## config.mk

```make
export PLATFORM = sky130hd
export DESIGN_NAME = tdtb_front
export DESIGN_NICKNAME = d
export VERILOG_FILES = /design/src/sv/tile_depth_tag_buffer_core_defines.svh /design/src/sv/tdtb_pkg.sv /design/src/sv/tdtb_front.sv
export SDC_FILE = /design/constraint.sdc
export NUM_CORES = 1
export LEC_CHECK = 0
export BUFFER_PORTS_ARGS = -buffer_cell sky130_fd_sc_hd__buf_2
export CAP_MARGIN = 15
export CORE_MARGIN = 2
export CORE_UTILIZATION = 56
export DETAILED_ROUTE_END_ITERATION = 8
export HOLD_SLACK_MARGIN = 0.03
export MAX_ROUTING_LAYER = met4
export PLACE_DENSITY = 0.93
export SYNTH_ARGS = -nofsm -noshare
export SYNTH_HDL_FRONTEND = slang
export SYNTH_SLANG_ARGS = --single-unit
```

## constraint.sdc

```tcl
create_clock -name clk -period 9.4 [get_ports clk]
set_input_delay 1.41 -clock clk [delete_from_list [all_inputs] [get_ports clk]]
set_output_delay 1.41 -clock clk [all_outputs]
set_load 0.01 [all_outputs]
```

## src/sv/tile_depth_tag_buffer_core_defines.svh

```systemverilog
// assertion macros for the tile depth and tag buffer
`ifndef TILE_DEPTH_TAG_BUFFER_CORE_DEFINES_SVH
`define TILE_DEPTH_TAG_BUFFER_CORE_DEFINES_SVH
// implication checked on every clock, quiet in reset
`define TDTB_ASSERT_IMP(label, clk, rst_n, ante, cons, msg) \
	label: assert property (@(posedge clk) disable iff (!rst_n) (ante) |-> (cons)) \
		else $error(msg);
// next-cycle implication
`define TDTB_ASSERT_NXT(label, clk, rst_n, ante, cons, msg) \
	label: assert property (@(posedge clk) disable iff (!rst_n) (ante) |=> (cons)) \
		else $error(msg);
`endif

```

## src/sv/tdtb_pkg.sv

```systemverilog
// ------------------------------------------------------------------
// tdtb_pkg
// shared types, codes and depth compare for the tile depth buffer
// ------------------------------------------------------------------
package tdtb_pkg;
	localparam int TILE_PIXELS_DEF   = 1024;
	localparam int STENCIL_WIDTH_DEF = 8;
	localparam int QUEUE_DEPTH       = 2;

	localparam logic [2:0] ACT_PIXEL     = 3'd0;
	localparam logic [2:0] ACT_CLEAR_ALL = 3'd1;
	localparam logic [2:0] ACT_CLEAR_TAG = 3'd2;
	localparam logic [2:0] ACT_PEEL      = 3'd3;
	localparam logic [2:0] ACT_ST_OR     = 3'd4;
	localparam logic [2:0] ACT_ST_AND    = 3'd5;
	localparam logic [2:0] ACT_CLR_CNT   = 3'd6;

	localparam logic [1:0] PC_OPAQUE = 2'd0;
	localparam logic [1:0] PC_PUNCH  = 2'd1;
	localparam logic [1:0] PC_TRANS  = 2'd2;
	localparam logic [1:0] PC_MOD    = 2'd3;

	localparam logic [2:0] DM_NEVER  = 3'd0;
	localparam logic [2:0] DM_LESS   = 3'd1;
	localparam logic [2:0] DM_EQUAL  = 3'd2;
	localparam logic [2:0] DM_LEQUAL = 3'd3;
	localparam logic [2:0] DM_GREATER= 3'd4;
	localparam logic [2:0] DM_NEQUAL = 3'd5;
	localparam logic [2:0] DM_GEQUAL = 3'd6;

	typedef enum logic [1:0] {
		BK_IDLE,
		BK_READ,
		BK_EXEC,
		BK_SWEEP
	} bk_state_t;

	// classified word passed from front to back
	typedef struct packed {
		logic        is_pixel;
		logic        is_sweep;
		logic [2:0]  action;
		logic [1:0]  prim_class;
		logic [2:0]  cmp_mode;
		logic [31:0] depth_value;
		logic [11:0] pixel_index;
		logic [31:0] tag_value;
		logic [31:0] fill_stencil;
	} word_t;

	function automatic logic f_nan(input logic [31:0] a);
		return (a[30:23] == 8'hff) && (a[22:0] != 23'd0);
	endfunction

	// ieee single ordering; +0 and -0 equal; unordered gives false
	function automatic logic f_lt(input logic [31:0] a, input logic [31:0] b);
		logic az;
		logic bz;
		az = (a[30:0] == 31'd0);
		bz = (b[30:0] == 31'd0);
		if (f_nan(a) || f_nan(b)) return 1'b0;
		if (az && bz) return 1'b0;
		if (a[31] != b[31]) return a[31];
		if (a[31]) return a[30:0] > b[30:0];
		return a[30:0] < b[30:0];
	endfunction

	function automatic logic f_eq(input logic [31:0] a, input logic [31:0] b);
		if (f_nan(a) || f_nan(b)) return 1'b0;
		return (a == b) || ((a[30:0] == 31'd0) && (b[30:0] == 31'd0));
	endfunction

	// each ordering mode is the negation of the opposite ordered compare
	function automatic logic depth_pass(input logic [2:0] m, input logic [31:0] v,
		input logic [31:0] z);
		logic lt;
		logic gt;
		logic eq;
		lt = f_lt(v, z);
		gt = f_lt(z, v);
		eq = f_eq(v, z);
		case (m)
			DM_NEVER:   return 1'b0;
			DM_LESS:    return !(gt || eq);
			DM_EQUAL:   return eq;
			DM_LEQUAL:  return !gt;
			DM_GREATER: return !(lt || eq);
			DM_NEQUAL:  return !eq;
			DM_GEQUAL:  return !lt;
			default:    return 1'b1;
		endcase
	endfunction
endpackage

```

## src/sv/tdtb_front.sv

```systemverilog
// ------------------------------------------------------------------
// tdtb_front
// accepts commands, classifies them and queues words for the back end
// ------------------------------------------------------------------
module tdtb_front #(
	parameter int TILE_PIXELS   = tdtb_pkg::TILE_PIXELS_DEF,
	parameter int STENCIL_WIDTH = tdtb_pkg::STENCIL_WIDTH_DEF
) (
	input  logic                clk,
	input  logic                arst_n,
	input  logic                push,
	input  logic [2:0]          action,
	input  logic [1:0]          prim_class,
	input  logic [2:0]          ztest_func,
	input  logic [31:0]         depth_value,
	input  logic [9:0]          pixel_index,
	input  logic [31:0]         tag_value,
	input  logic [7:0]          fill_stencil,
	output logic                full,
	output logic                q_valid,
	output tdtb_pkg::word_t     q_word,
	input  logic                pop
);
	localparam int QD = tdtb_pkg::QUEUE_DEPTH;
	tdtb_pkg::word_t w;
	tdtb_pkg::word_t mem_q [QD];
	logic        wp_q, rp_q;
	logic [1:0]  cnt_q;
	logic [31:0] smask;

	assign smask = (STENCIL_WIDTH >= 32) ? 32'hFFFF_FFFF : ((32'd1 << STENCIL_WIDTH) - 32'd1);

	always_comb begin
		w = '0;
		w.action      = action;
		w.prim_class  = prim_class;
		w.depth_value = depth_value;
		w.pixel_index = {2'b00, pixel_index};
		w.tag_value   = tag_value;
		w.fill_stencil = {24'd0, fill_stencil} & smask;
		w.is_pixel = (action == tdtb_pkg::ACT_PIXEL) &&
			({3'b000, pixel_index} < 13'(TILE_PIXELS));
		w.is_sweep = (action == tdtb_pkg::ACT_CLEAR_ALL) || (action == tdtb_pkg::ACT_CLEAR_TAG) ||
			(action == tdtb_pkg::ACT_PEEL) || (action == tdtb_pkg::ACT_ST_OR) ||
			(action == tdtb_pkg::ACT_ST_AND);
		case (prim_class)
			tdtb_pkg::PC_PUNCH, tdtb_pkg::PC_MOD: w.cmp_mode = tdtb_pkg::DM_GEQUAL;
			tdtb_pkg::PC_TRANS: w.cmp_mode = tdtb_pkg::DM_LEQUAL;
			default:            w.cmp_mode = ztest_func;
		endcase
	end

	assign full    = (cnt_q == 2'(QD));
	assign q_valid = (cnt_q != 2'd0);
	assign q_word  = mem_q[rp_q];

	always_ff @(posedge clk) begin
		if (push) mem_q[wp_q] <= w;
	end

	always_ff @(posedge clk or negedge arst_n) begin
		if (!arst_n) begin
			wp_q <= 1'b0; rp_q <= 1'b0; cnt_q <= 2'd0;
		end else begin
			if (push) wp_q <= ~wp_q;
			if (pop) rp_q <= ~rp_q;
			cnt_q <= cnt_q + 2'(push) - 2'(pop);
		end
	end
endmodule

```

# After elaboration in Yosys (flattened, before gate mapping)
# Memories as Yosys holds them, arrays and structs flattened.
# Cells that the tools add are included.
# word_totals
register_bits	4
latchBits	0
ramBits	184
rom_bits	0
input_bits	94
output_inout_bits	120
wordCells	27
memories	1
# op_classes
n_addsub	2
multipliers	0
div_mod_pow	0
order_cmp	0
n_eq_ne	9
n_shift	0
mux	3
n_bitwise	2
reduce_logical	7
# memory_table
name	words	width	rd	rd_clocked_by_memory_dff	write_ports	line_no	rtl
mem_q	2	92	1	0	1	tdtb_front.sv:26	tdtb_pkg::word_t mem_q [QD];
# op_table
operator	n
equality test 2 bit (second input constant)	3
equality test 3 x 2 -> 1 bit (second input constant)	2
equality test 3 bit (second input constant)	2
case mux 3 bit (2 select lines)	1
logical OR 1 bit	4
equality test 3 x 1 -> 1 bit (second input constant)	1
logical NOT 3 bit	1
adder 2 x 1 -> 2 bit	1
equality test 2 x 1 -> 1 bit (second input constant)	1
2-to-1 mux 1 bit	2
inverter 1 bit	2
nonzero test 2 bit	1
OR reduction 2 bit	1
subtractor 2 x 1 -> 2 bit	1

# Logic depth before layout (Yosys ltp)
# Gate-level depths: netlist (run 1).
# logic_depth
ltp_word	5
depth_mapped	6
depth_no_buf	6

# Worst setup path after synthesis (run 1)
# Ideal clock, no wire load.
# synth_timing
path_kind	input to register
start	input port push
end	memory mem_q[0][0] (netlist name) (enable)
setup_ps	554
arrival_ps	5420
required_time_ps	8846
slack_ps	3425
path_stages	1
path_buffers	0
cell_sequence	nor2b_1
# synth_via
elab_chain_cells	2
# synth_rtl
item	line_no	rtl
start: declaration	tdtb_front.sv:11	input logic push,
2-to-1 mux 1 bit	tdtb_front.sv:58	if (push) mem_q[wp_q] <= w;
2-to-1 mux 1 bit (implied by the code)	tdtb_front.sv:58	
end: declaration	tdtb_front.sv:26	
# Every way passes these cells.

==> results of run 1 <==
[metal layers]
metal / global-route usage [%] / wire (µm) / up-vias
met5: - / 0 / -
met1: 19.7 / 4630 / 1750
met4: 7.74 / 279 / 0
li1: - / - / 1650
met2: 31.3 / 6580 / 154
met3: 5.74 / 875 / 27
[per-stage QoR]
stage	instances	cell area (µm²)	utilization, %
global route	720	8890	69.9
global placement	687	8340	65.5
floorplan	361	7440	-
CTS	719	8890	69.9
finish	720	8890	69.9
detailed placement	687	8340	65.5
[critical path, cell delays in order, from the launching register on]
cell and delay, ns:
dfrtp_4 0.81, buf_4 0.86, mux2_2 0.44, buf_2 0.14
[flip-flops by register name, summed over array words and instances, names as in the netlist]
name	flops
mem_q	184
rp_q	1
wp_q	1
cnt_q	2
[area by class of cell]
| cell class | instances | area share, % |
|---|---|---|
| sequential | 188 | 63.3 |
| multi-input combinational | 134 | 17.1 |
| timing repair buffer | 190 | 10.8 |
| clock buffer | 20 | 4.91 |
| tap | 172 | 2.42 |
| clock inverter | 12 | 1.32 |
| inverter | 3 | 0.127 |
| antenna | 1 | 0.0281 |
[cell usage after synthesis]
| cell type | n | share of area [%] |
|---|---|---|
| edfxtp_1 | 184 | 75 |
| mux2_4 | 70 | 14 |
| buf_4 | 27 | 2.8 |
| mux2_2 | 22 | 3.4 |
| buf_6 | 7 | 1.1 |
| dfrtp_1 | 4 | 1.4 |
| inv_1 | 3 | 0.15 |
| buf_2 | 2 | 0.14 |
| ha_1 | 2 | 0.34 |
| nor2_1 | 2 | 0.10 |
| nor2b_1 | 2 | 0.17 |
| xnor2_1 | 2 | 0.24 |
| xor2_1 | 2 | 0.24 |
| a21o_1 | 1 | 0.10 |
| a21oi_1 | 1 | 0.068 |
| and2_1 | 1 | 0.085 |
| conb_1 | 1 | 0.051 |
| nor3_1 | 1 | 0.068 |
| or2_2 | 1 | 0.085 |
| or3_1 | 1 | 0.085 |
[cells by family after synthesis]
kind of cell	synth area share (%)
XOR/XNOR	0.477
flip-flops	76.6
buffers and inverters	4.12
AO/OA/AOI/OAI	0.170
adder cells (fa/ha/maj)	0.341
AND/OR/NAND/NOR	0.596
multiplexers	17.7
other	0.0510
[power by group through the flow]
stage          Clock [mW]  Sequential, mW  Combinational (mW)
6_report            0.657            1.20               0.781
5_1_grt             0.706            1.21               0.833
4_1_cts             0.674            1.20               0.794
3_5_place_dp            0            1.22               0.790
3_3_place_gp            0            1.20               0.774
2_1_floorplan           0            1.18               0.599
[worst min path at each step]
| stage | start | end | slack [ns] |
|---|---|---|---|
| after floorplan | wp_q$_DFFE_PN0P_ | wp_q$_DFFE_PN0P_ | 0.46 |
| after global placement | wp_q$_DFFE_PN0P_ | wp_q$_DFFE_PN0P_ | 0.53 |
| after detailed placement | wp_q$_DFFE_PN0P_ | wp_q$_DFFE_PN0P_ | 0.55 |
| after CTS | wp_q$_DFFE_PN0P_ | wp_q$_DFFE_PN0P_ | 0.56 |
| after global routing | wp_q$_DFFE_PN0P_ | wp_q$_DFFE_PN0P_ | 0.57 |
| final | wp_q$_DFFE_PN0P_ | wp_q$_DFFE_PN0P_ | 0.56 |
==> flow_metrics.env, run 1 <==
export IMPL_finalMaxSlewViolations=0
export IMPL_finalPower_mw=2.63
export IMPL_netSwitchingPower_mw=0.746
export IMPL_max_freq_mhz=238
export IMPL_avgRoutedWirePerCell_um=17.2
export IMPL_final_cell_mix="187 x buf_2, 184 x edfxtp_1, 70 x mux2_4"
export IMPL_antenna_found_initial=1
export IMPL_ys_warnings_count=0
export IMPL_die_h_um=119
export IMPL_r2r_slack_ns=7.00
export IMPL_finalCriticalPeriod_ns=4.19
export IMPL_pwr_share_comb_pct=29.7
export IMPL_holdWs_ns=0.557
export IMPL_setup_viol=0
export IMPL_finalWorstSetupSlack_ns=5.21
export IMPL_ctsResizeCount=0
export IMPL_synth_distinct_cells=20
export IMPL_hold_viol=0
export IMPL_crit_start="rp_q$_DFFE_PN0P_"
export IMPL_rsz0062_at_grt="false"
export IMPL_dieArea_mm2=0.0141
export IMPL_final_common_cell="buf_2"
export IMPL_drtAntennaViolNets=0
export IMPL_powerDensity_mw_per_mm2=296
export IMPL_viasPerCell=4.97
export IMPL_portBuffers=187
export IMPL_h_tree_depth=4
export IMPL_ios=214
export IMPL_p_clk_share_pct=25.0
export IMPL_grt_pass1_wl_mm=18.8
export IMPL_gp_congestion=0.755
export IMPL_end_kind="primary output"
export IMPL_multiInputGateArea_mm2=0.00152
export IMPL_core_area_mm2=0.0127
export IMPL_p_int_mw=1.89
export IMPL_tightest_slew_ns=1.02
export IMPL_postSynthAreaPerCell_um2=21.9
export IMPL_seqPwrFrac_pct=45.4
export IMPL_drc_errors=0
export IMPL_drt_iter0_markers=243
export IMPL_cts_tree="built"
export IMPL_grt_use_total_pct=18.3
export IMPL_fin_nets=630
export IMPL_holdPathStages=1
export IMPL_num_rows=41
export IMPL_clkSlewWorstSetupHoldPaths_ns=0.06
export IMPL_syn_to_final_growth_pct=21.0
export IMPL_drive_above_1_share_pct=57.6
export IMPL_fillerInstances=818
export IMPL_grt_pass1_vias=3756
export IMPL_fin_worst_skew_ns=0.00400
export IMPL_clock_path_buffers=2
export IMPL_syn_area_mm2=0.00735
export IMPL_cp_start_kind="flop"
export IMPL_numCtsBuffers=17
export IMPL_drv_cap=0
export IMPL_path_max_fanout=61
export IMPL_netlist_instances=336
export IMPL_ff_latch_area_mm2=0.00563
export IMPL_cts_sinks=188
export IMPL_grt_max_degree=62
export IMPL_maxSlewHeadroom_pct=31.9
export IMPL_switching_share_pct=28.3
export IMPL_outcome="completed"
export IMPL_dp_slack_ns=5.68
export IMPL_wirelength_mm=12.4
export IMPL_endpoint="q_word[99]"
export IMPL_r2r_end="mem_q[0][12]$_DFFE_PP_"
export IMPL_grt_overflow=0
export IMPL_period_share_pct=44.6
export IMPL_initial_core_util_pct=57.7
export IMPL_ys_ff_latch=188
export IMPL_die_w_um=119
export IMPL_cts_hold_buf=0
export IMPL_holdCritPathClass="reg2reg"
export IMPL_cp_data_arrival_time_ns=2.78
export IMPL_tns_ns=0
export IMPL_vias=3581
export IMPL_critPathRequiredTime_ns=7.99
export IMPL_r2r_cells=2
export IMPL_ys_seq_area_share_pct=76.6
export IMPL_root_buffer="clkbuf_16"
export IMPL_worstSkewPairLatency_ns=0.42
export IMPL_dp_hpwl_mm=8.40
export IMPL_dr_pass1_iters=4
export IMPL_crit_type="reg2out"
export IMPL_cts_setup_buffers=0
export IMPL_ir_drop_mv=0.206
export IMPL_p_leak_nw=3.59
export IMPL_reg2reg_from="wp_q$_DFFE_PN0P_"
Note: power is estimated with default switching activity, not from simulation.
==> inputs of run 2 (changes only) <==
Settings changed: ABC_AREA from default to 1, CORE_UTILIZATION 56 to 51, PLACE_DENSITY 0.93 to 0.87.
Clock period 9.4 ns to 4.4 ns, I/O delays scaled along.
==> run 2 against run 1 <==
Compared with the run above: power is 100% higher; critical path depth is 1 higher; global-route usage is 1.2 points lower; hold slack worse by 0.13 ns; setup slack worse by 3.8 ns; combinational power is 83% higher; clock power is 110% higher; synthesized cell count is 62% higher; sequential cell count stayed put; register-to-register slack worse by 4.6 ns; design area is 1.2% lower; via count is 19% higher; largest cell class unchanged.
==> flow_metrics.env, run 2 <==
export IMPL_wl_met1_mm=4.75
export IMPL_hold_path_startpoint="fill_stencil[3]"
export IMPL_r2r_slack_ns=2.41
export IMPL_cts_sinks=188
export IMPL_ir_drop_mv=0.389
export IMPL_n_antenna_cell=0
export IMPL_synth_most_common_cell="edfxtp_1"
export IMPL_wl_met3_um=925
export IMPL_drv_cap=0
export IMPL_clock_path_buffers=2
export IMPL_synthTopCellsByCount="184 x edfxtp_1, 102 x inv_1, 102 x nand2_1"
export IMPL_drive_above_1_share_pct=29.7
export IMPL_final_common_cell="buf_2"
export IMPL_drtAntennaViolNets=0
export IMPL_rsz0062_at_grt="false"
export IMPL_die_h_um=123
export IMPL_grt_pass1_wl_mm=18.5
export IMPL_path_delay_family="flip-flops"
export IMPL_synth_ff_type="edfxtp_1"
export IMPL_viasPerCell=4.60
export IMPL_root_buffer="clkbuf_16"
export IMPL_dp_hpwl_mm=8.38
export IMPL_grt_pass1_vias=4117
export IMPL_synthArstFlopShare_pct=2.13
export IMPL_dieArea_mm2=0.0152
export IMPL_period_share_pct=67.4
export IMPL_slowest_delay_ns=1.09
export IMPL_worstSkewPairLatency_ns=0.41
export IMPL_outcome="completed"
export IMPL_crit_type="reg2out"
export IMPL_p_leak_nw=3.84
export IMPL_gp_congestion=0.809
export IMPL_initial_core_util_pct=52.3
export IMPL_finalCriticalPeriod_ns=2.97
export IMPL_synth_top_area_share_pct=76.2
export IMPL_min_to="mem_q[1][3]$_DFFE_PP_"
export IMPL_ys_warnings_count=0
export IMPL_wirelength_mm=12.4
export IMPL_fin_worst_skew_ns=0.00497
export IMPL_synth_distinct_cells=15
export IMPL_cp_data_arrival_time_ns=2.31
export IMPL_path_cells="buf_4 > nand2_1 > o21ai_0 > buf_2"
export IMPL_r2r_cells=3
export IMPL_hold_viol=0
export IMPL_grt_max_degree=118
export IMPL_netlist_instances=543
export IMPL_drc_errors=0
export IMPL_reg2reg_from="wp_q$_DFFE_PN0P_"
export IMPL_syn_to_final_growth_pct=21.1
export IMPL_place_area_mm2=0.00824
export IMPL_max_freq_mhz=337
export IMPL_portBuffers=187
export IMPL_setup_viol=0
export IMPL_top_register="mem_q"
export IMPL_worst_path_max_delay_cell="dfrtp_4"
export IMPL_ctsResizeCount=0
export IMPL_grt_use_total_pct=17.1
export IMPL_cts_tree="built"
export IMPL_grt_overflow=0
export IMPL_maxSlewHeadroom_pct=31.8
export IMPL_final_cell_mix="187 x buf_2, 184 x edfxtp_1, 102 x nand2_1"
export IMPL_core_area_mm2=0.0139
export IMPL_synthTopCellsByArea="edfxtp_1 76%, o21ai_0 6.3%, inv_1 5.3%"
export IMPL_drt_iter0_markers=255
export IMPL_path_max_fanout=117
export IMPL_fin_nets=830
export IMPL_num_rows=43
export IMPL_r2r_end="mem_q[1][48]$_DFFE_PP_"
export IMPL_largest_reg_flops=184
export IMPL_avgRoutedWirePerCell_um=13.4
export IMPL_dr_pass1_iters=5
export IMPL_finalMaxSlewViolations=0
export IMPL_die_w_um=123
export IMPL_antenna_found_initial=0
export IMPL_powerDensity_mw_per_mm2=613
export IMPL_synth_edf_count=184
export IMPL_vias=4268
export IMPL_tightest_slew_ns=1.02
export IMPL_ys_ff_latch=188
export IMPL_reg_top3="mem_q x184, cnt_q x2"
export IMPL_ios=214
export IMPL_h_tree_depth=4
export IMPL_end_kind="primary output"
export IMPL_top_layer="met4"
export IMPL_clkSlewWorstSetupHoldPaths_ns=0.07
export IMPL_numCtsBuffers=17
export IMPL_syn_area_mm2=0.00725
export IMPL_cp_start_kind="flop"
export IMPL_fillerInstances=1025
export IMPL_synth_top_area_cell="edfxtp_1"
export IMPL_worst_path_buf_inv=2
export IMPL_cts_setup_buffers=0
export IMPL_critPathRequiredTime_ns=3.74
export IMPL_holdPathStages=1
export IMPL_ys_seq_area_share_pct=77.5
export IMPL_dr_wl_met2_mm=6.43
export IMPL_tns_ns=0
export IMPL_fin_area_mm2=0.00878
export IMPL_postSynthAreaPerCell_um2=13.4
export IMPL_holdCritPathClass="in2reg"
-- run 2: cell count changes after synthesis, sizes merged, moves of 2 or more --
cell | before | now
o21ai | 0 | 92
nand2 | 0 | 102
nor2 | 2 | 5
mux2 | 92 | 0
buf | 36 | 44
xnor2 | 2 | 0
nor2b | 2 | 0
inv | 3 | 102
clkbuf | 0 | 2
-- run 2: worst max path at each step --
stage                       endpoint  slack (ns)  cells past startpoint              from
5_1_grt                   q_word[54]        1.17                      4  rp_q$_DFFE_PN0P_
3_5_place_dp              q_word[72]        1.85                      4  rp_q$_DFFE_PN0P_
2_1_floorplan  mem_q[0][0]$_DFFE_PP_        0.90                      2              push
4_1_cts                   q_word[72]        1.39                      4  rp_q$_DFFE_PN0P_
6_report                  q_word[72]        1.43                      4  rp_q$_DFFE_PN0P_
3_3_place_gp              q_word[79]        1.90                      4  rp_q$_DFFE_PN0P_
-- run 2: repair_timing --
item                       4_1_cts  5_1_grt
hold buffers                     1        0
setup endpoints to repair        0        0
hold endpoints to repair         4        0
-- run 2: layout make-up --
| cell class | count | area [µm²] | share of cell area [%] |
|---|---|---|---|
| well taps | 180 | 225 | 2.56 |
| clock buffers | 19 | 433 | 4.93 |
| flip-flops and latches | 188 | 5630 | 64.1 |
| repair buffers | 193 | 983 | 11.2 |
| clock inverters | 13 | 101 | 1.15 |
| multi-input cells | 232 | 1030 | 11.7 |
| inverters | 102 | 385 | 4.39 |
-- run 2: kinds of logic after synthesis --
kind of cell    share of synthesized area [%]
buf+inv                                  9.69
simple gates                             5.78
flops                                    77.5
xor+xnor                                0.242
compound gates                           6.35
other cells                            0.0517
fa+ha+maj                               0.345
-- run 2: per-layer routing --
metal / global-route usage (%) / up-vias
li1: - / 2138
met1: 18.2 / 1927
met2: 28.7 / 179
met3: 5.17 / 24
met4: 9.09 / 0
met5: - / -
-- run 2: power breakdown --
group          leakage [nW]  total (mW)  internal (mW)  switching [mW]
clock                 0.267        1.36          0.771           0.592
sequential             1.77        2.60           2.38           0.218
combinational          1.80        1.43          0.518           0.910
-- run 2: stage by stage --
stage,power [mW],setup WS [ns],std cells,util [%],hold slack [ns]
after detailed placement,4.09,1.85,894,59.4,0.475
after global routing,5.73,1.17,927,63.3,0.405
after CTS,5.45,1.39,927,63.3,0.402
after floorplan,3.50,0.901,568,-,0.364
after global placement,4.03,1.90,894,59.4,0.470
final,5.39,1.43,927,63.3,0.424
==> inputs of run 3 (changes only) <==
Settings changed: ABC_AREA 1 to 0, CORE_UTILIZATION 51 to 52, PLACE_DENSITY 0.87 to 0.88.
Clock period 4.4 ns to 3.02 ns, I/O delays scaled along.
==> run 3 against run 2 <==
Compared with the run above: setup slack lost 0.98 ns; hold slack got worse by 0.21 ns; sequential cell count stayed put; largest power group unchanged; wire length up 0.96%; critical path depth shrank 1; clock power grew 60%; combinational power grew 74%; sequential share of layout area down 1.5 points; register-to-register slack lost 1.1 ns.
==> flow_metrics.env, run 3 (synthesized netlist as in run 1, its figures left out) <==
export IMPL_outcome="completed"
export IMPL_n_antenna_cell=0
export IMPL_drive_above_1_share_pct=57.4
export IMPL_final_cells=731
export IMPL_cp_data_arrival_time_ns=2.12
export IMPL_top_register="mem_q"
export IMPL_grt_use_total_pct=17.2
export IMPL_fin_worst_skew_ns=0.0122
export IMPL_worst_path_max_delay_cell="dfrtp_4"
export IMPL_fin_nets=634
export IMPL_reg_top3="mem_q x184, cnt_q x2"
export IMPL_crit_type="reg2out"
export IMPL_die_h_um=123
export IMPL_tightest_slew_ns=0.705
export IMPL_holdCritPathClass="in2reg"
export IMPL_die_w_um=123
export IMPL_placedCellCount=698
export IMPL_worstSkewPairLatency_ns=0.42
export IMPL_h_tree_depth=4
export IMPL_ir_drop_mv=1.08
export IMPL_max_freq_mhz=389
export IMPL_finalMaxSlewViolations=0
export IMPL_finalWorstSetupSlack_ns=0.451
export IMPL_critPathRequiredTime_ns=2.57
export IMPL_grt_pass1_vias=3701
export IMPL_maxSlewHeadroom_pct=53.0
export IMPL_num_rows=43
export IMPL_path_cells="buf_12 > mux2_2 > buf_2"
export IMPL_viasPerCell=4.91
export IMPL_drc_errors=0
export IMPL_grt_overflow=0
export IMPL_reg2reg_from="wp_q$_DFFE_PN0P_"
export IMPL_syn_to_final_growth_pct=22.5
export IMPL_slowest_delay_ns=0.84
export IMPL_r2r_end="mem_q[1][26]$_DFFE_PP_"
export IMPL_path_max_fanout=35
export IMPL_r2r_slack_ns=1.36
export IMPL_finalPower_mw=8.39
export IMPL_period_share_pct=85.1
export IMPL_cp_start_kind="flop"
export IMPL_dieArea_mm2=0.0151
export IMPL_end_kind="primary output"
export IMPL_p_leak_nw=3.64
export IMPL_hold_viol=0
export IMPL_hold_path_startpoint="depth_value[17]"
export IMPL_finalCriticalPeriod_ns=2.57
export IMPL_avgRoutedWirePerCell_um=17.1
export IMPL_holdPathStages=1
export IMPL_initial_core_util_pct=53.1
export IMPL_drv_cap=0
export IMPL_vias=3590
export IMPL_powerDensity_mw_per_mm2=932
export IMPL_dp_slack_ns=0.888
export IMPL_drt_iter0_markers=215
export IMPL_antenna_found_initial=0
export IMPL_final_cell_mix="187 x buf_2, 184 x edfxtp_1, 70 x mux2_4"
export IMPL_largest_reg_flops=184
export IMPL_numCtsBuffers=17
export IMPL_fin_util_pct=65.1
export IMPL_root_buffer="clkbuf_16"
export IMPL_gp_congestion=0.698
export IMPL_drtAntennaViolNets=0
export IMPL_fillerInstances=941
export IMPL_cts_tree="built"
export IMPL_clkSlewWorstSetupHoldPaths_ns=0.06
export IMPL_min_to="mem_q[0][67]$_DFFE_PP_"
export IMPL_grt_max_degree=53
export IMPL_final_common_cell="buf_2"
export IMPL_rsz0062_at_grt="false"
export IMPL_clock_path_buffers=2
export IMPL_cts_sinks=188
export IMPL_ios=214
export IMPL_setup_viol=0
export IMPL_dr_pass1_iters=4
export IMPL_dp_hpwl_mm=8.58
export IMPL_portBuffers=187
export IMPL_r2r_cells=2
export IMPL_core_area_mm2=0.0138
export IMPL_grt_pass1_wl_mm=18.5
export IMPL_wirelength_mm=12.5
export IMPL_tns_ns=0
==> run 3: changes by cell type in the layout (fill, tap and decap cells not counted), moves of 2 or more <==
cell	change
nand2_1	-102
inv_1	-98
o21ai_0	-92
mux2_4	+70
mux2_2	+22
clkinvlp_4	+4
buf_12	+3
clkinv_2	-3
clkinv_4	-3
buf_4	-2
bufinv_16	+2
nor2_1	-2
xnor2_1	+2
==> run 3: timing repair <==
item | 4_1_cts | 5_1_grt
setup buffers | 0 | 0
hold endpoints to repair | 4 | 0
hold buffers | 1 | 0
gates resized for setup | 0 | 0
setup endpoints to repair | 0 | 0
==> run 3: final cells by class <==
cell class | count | area (µm²) | area share [%]
Clock buffer | 20 | 437 | 4.85
Sequential cell | 188 | 5630 | 62.5
Multi-Input combinational cell | 134 | 1520 | 16.9
Timing Repair Buffer | 194 | 1030 | 11.4
Tap cell | 180 | 225 | 2.50
Clock inverter | 12 | 146 | 1.63
Inverter | 3 | 11.3 | 0.125
==> run 3: per-stage QoR <==
stage	instance area [µm²]	hold WS [ns]
global placement	8410	0.259
finish	9000	0.215
CTS	9000	0.198
floorplan	7450	0.157
global route	9000	0.198
detailed placement	8410	0.265
==> run 3: worst max-delay path: cells and delay by family, from the launching register on <==
kind	cells	cell delay, ns
flops	1	0.84
buf+inv	2	0.43
mux	1	0.37
==> run 3: report_power, final <==
group	switching, mW	internal [mW]
Sequential	0.251	3.46
Clock	0.884	1.29
Combinational	1.18	1.31
==> run 3: worst max path at each step <==
stage | endpoint | from | slack (ns) | depth (start not counted)
finish | q_word[110] | rp_q$_DFFE_PN0P_ | 0.45 | 3
global route | q_word[109] | rp_q$_DFFE_PN0P_ | 0.38 | 3
CTS | q_word[110] | rp_q$_DFFE_PN0P_ | 0.42 | 3
detailed placement | q_word[110] | rp_q$_DFFE_PN0P_ | 0.89 | 3
global placement | q_word[110] | rp_q$_DFFE_PN0P_ | 0.90 | 3
floorplan | mem_q[0][0]$_DFFE_PP_ | push | 0.75 | 1
==> run 3: metal layers <==
metal | routed length, µm | track usage, %
met5 | 0 | -
met4 | 250 | 7.61
met1 | 5040 | 20.0
met3 | 711 | 4.74
met2 | 6520 | 28.0
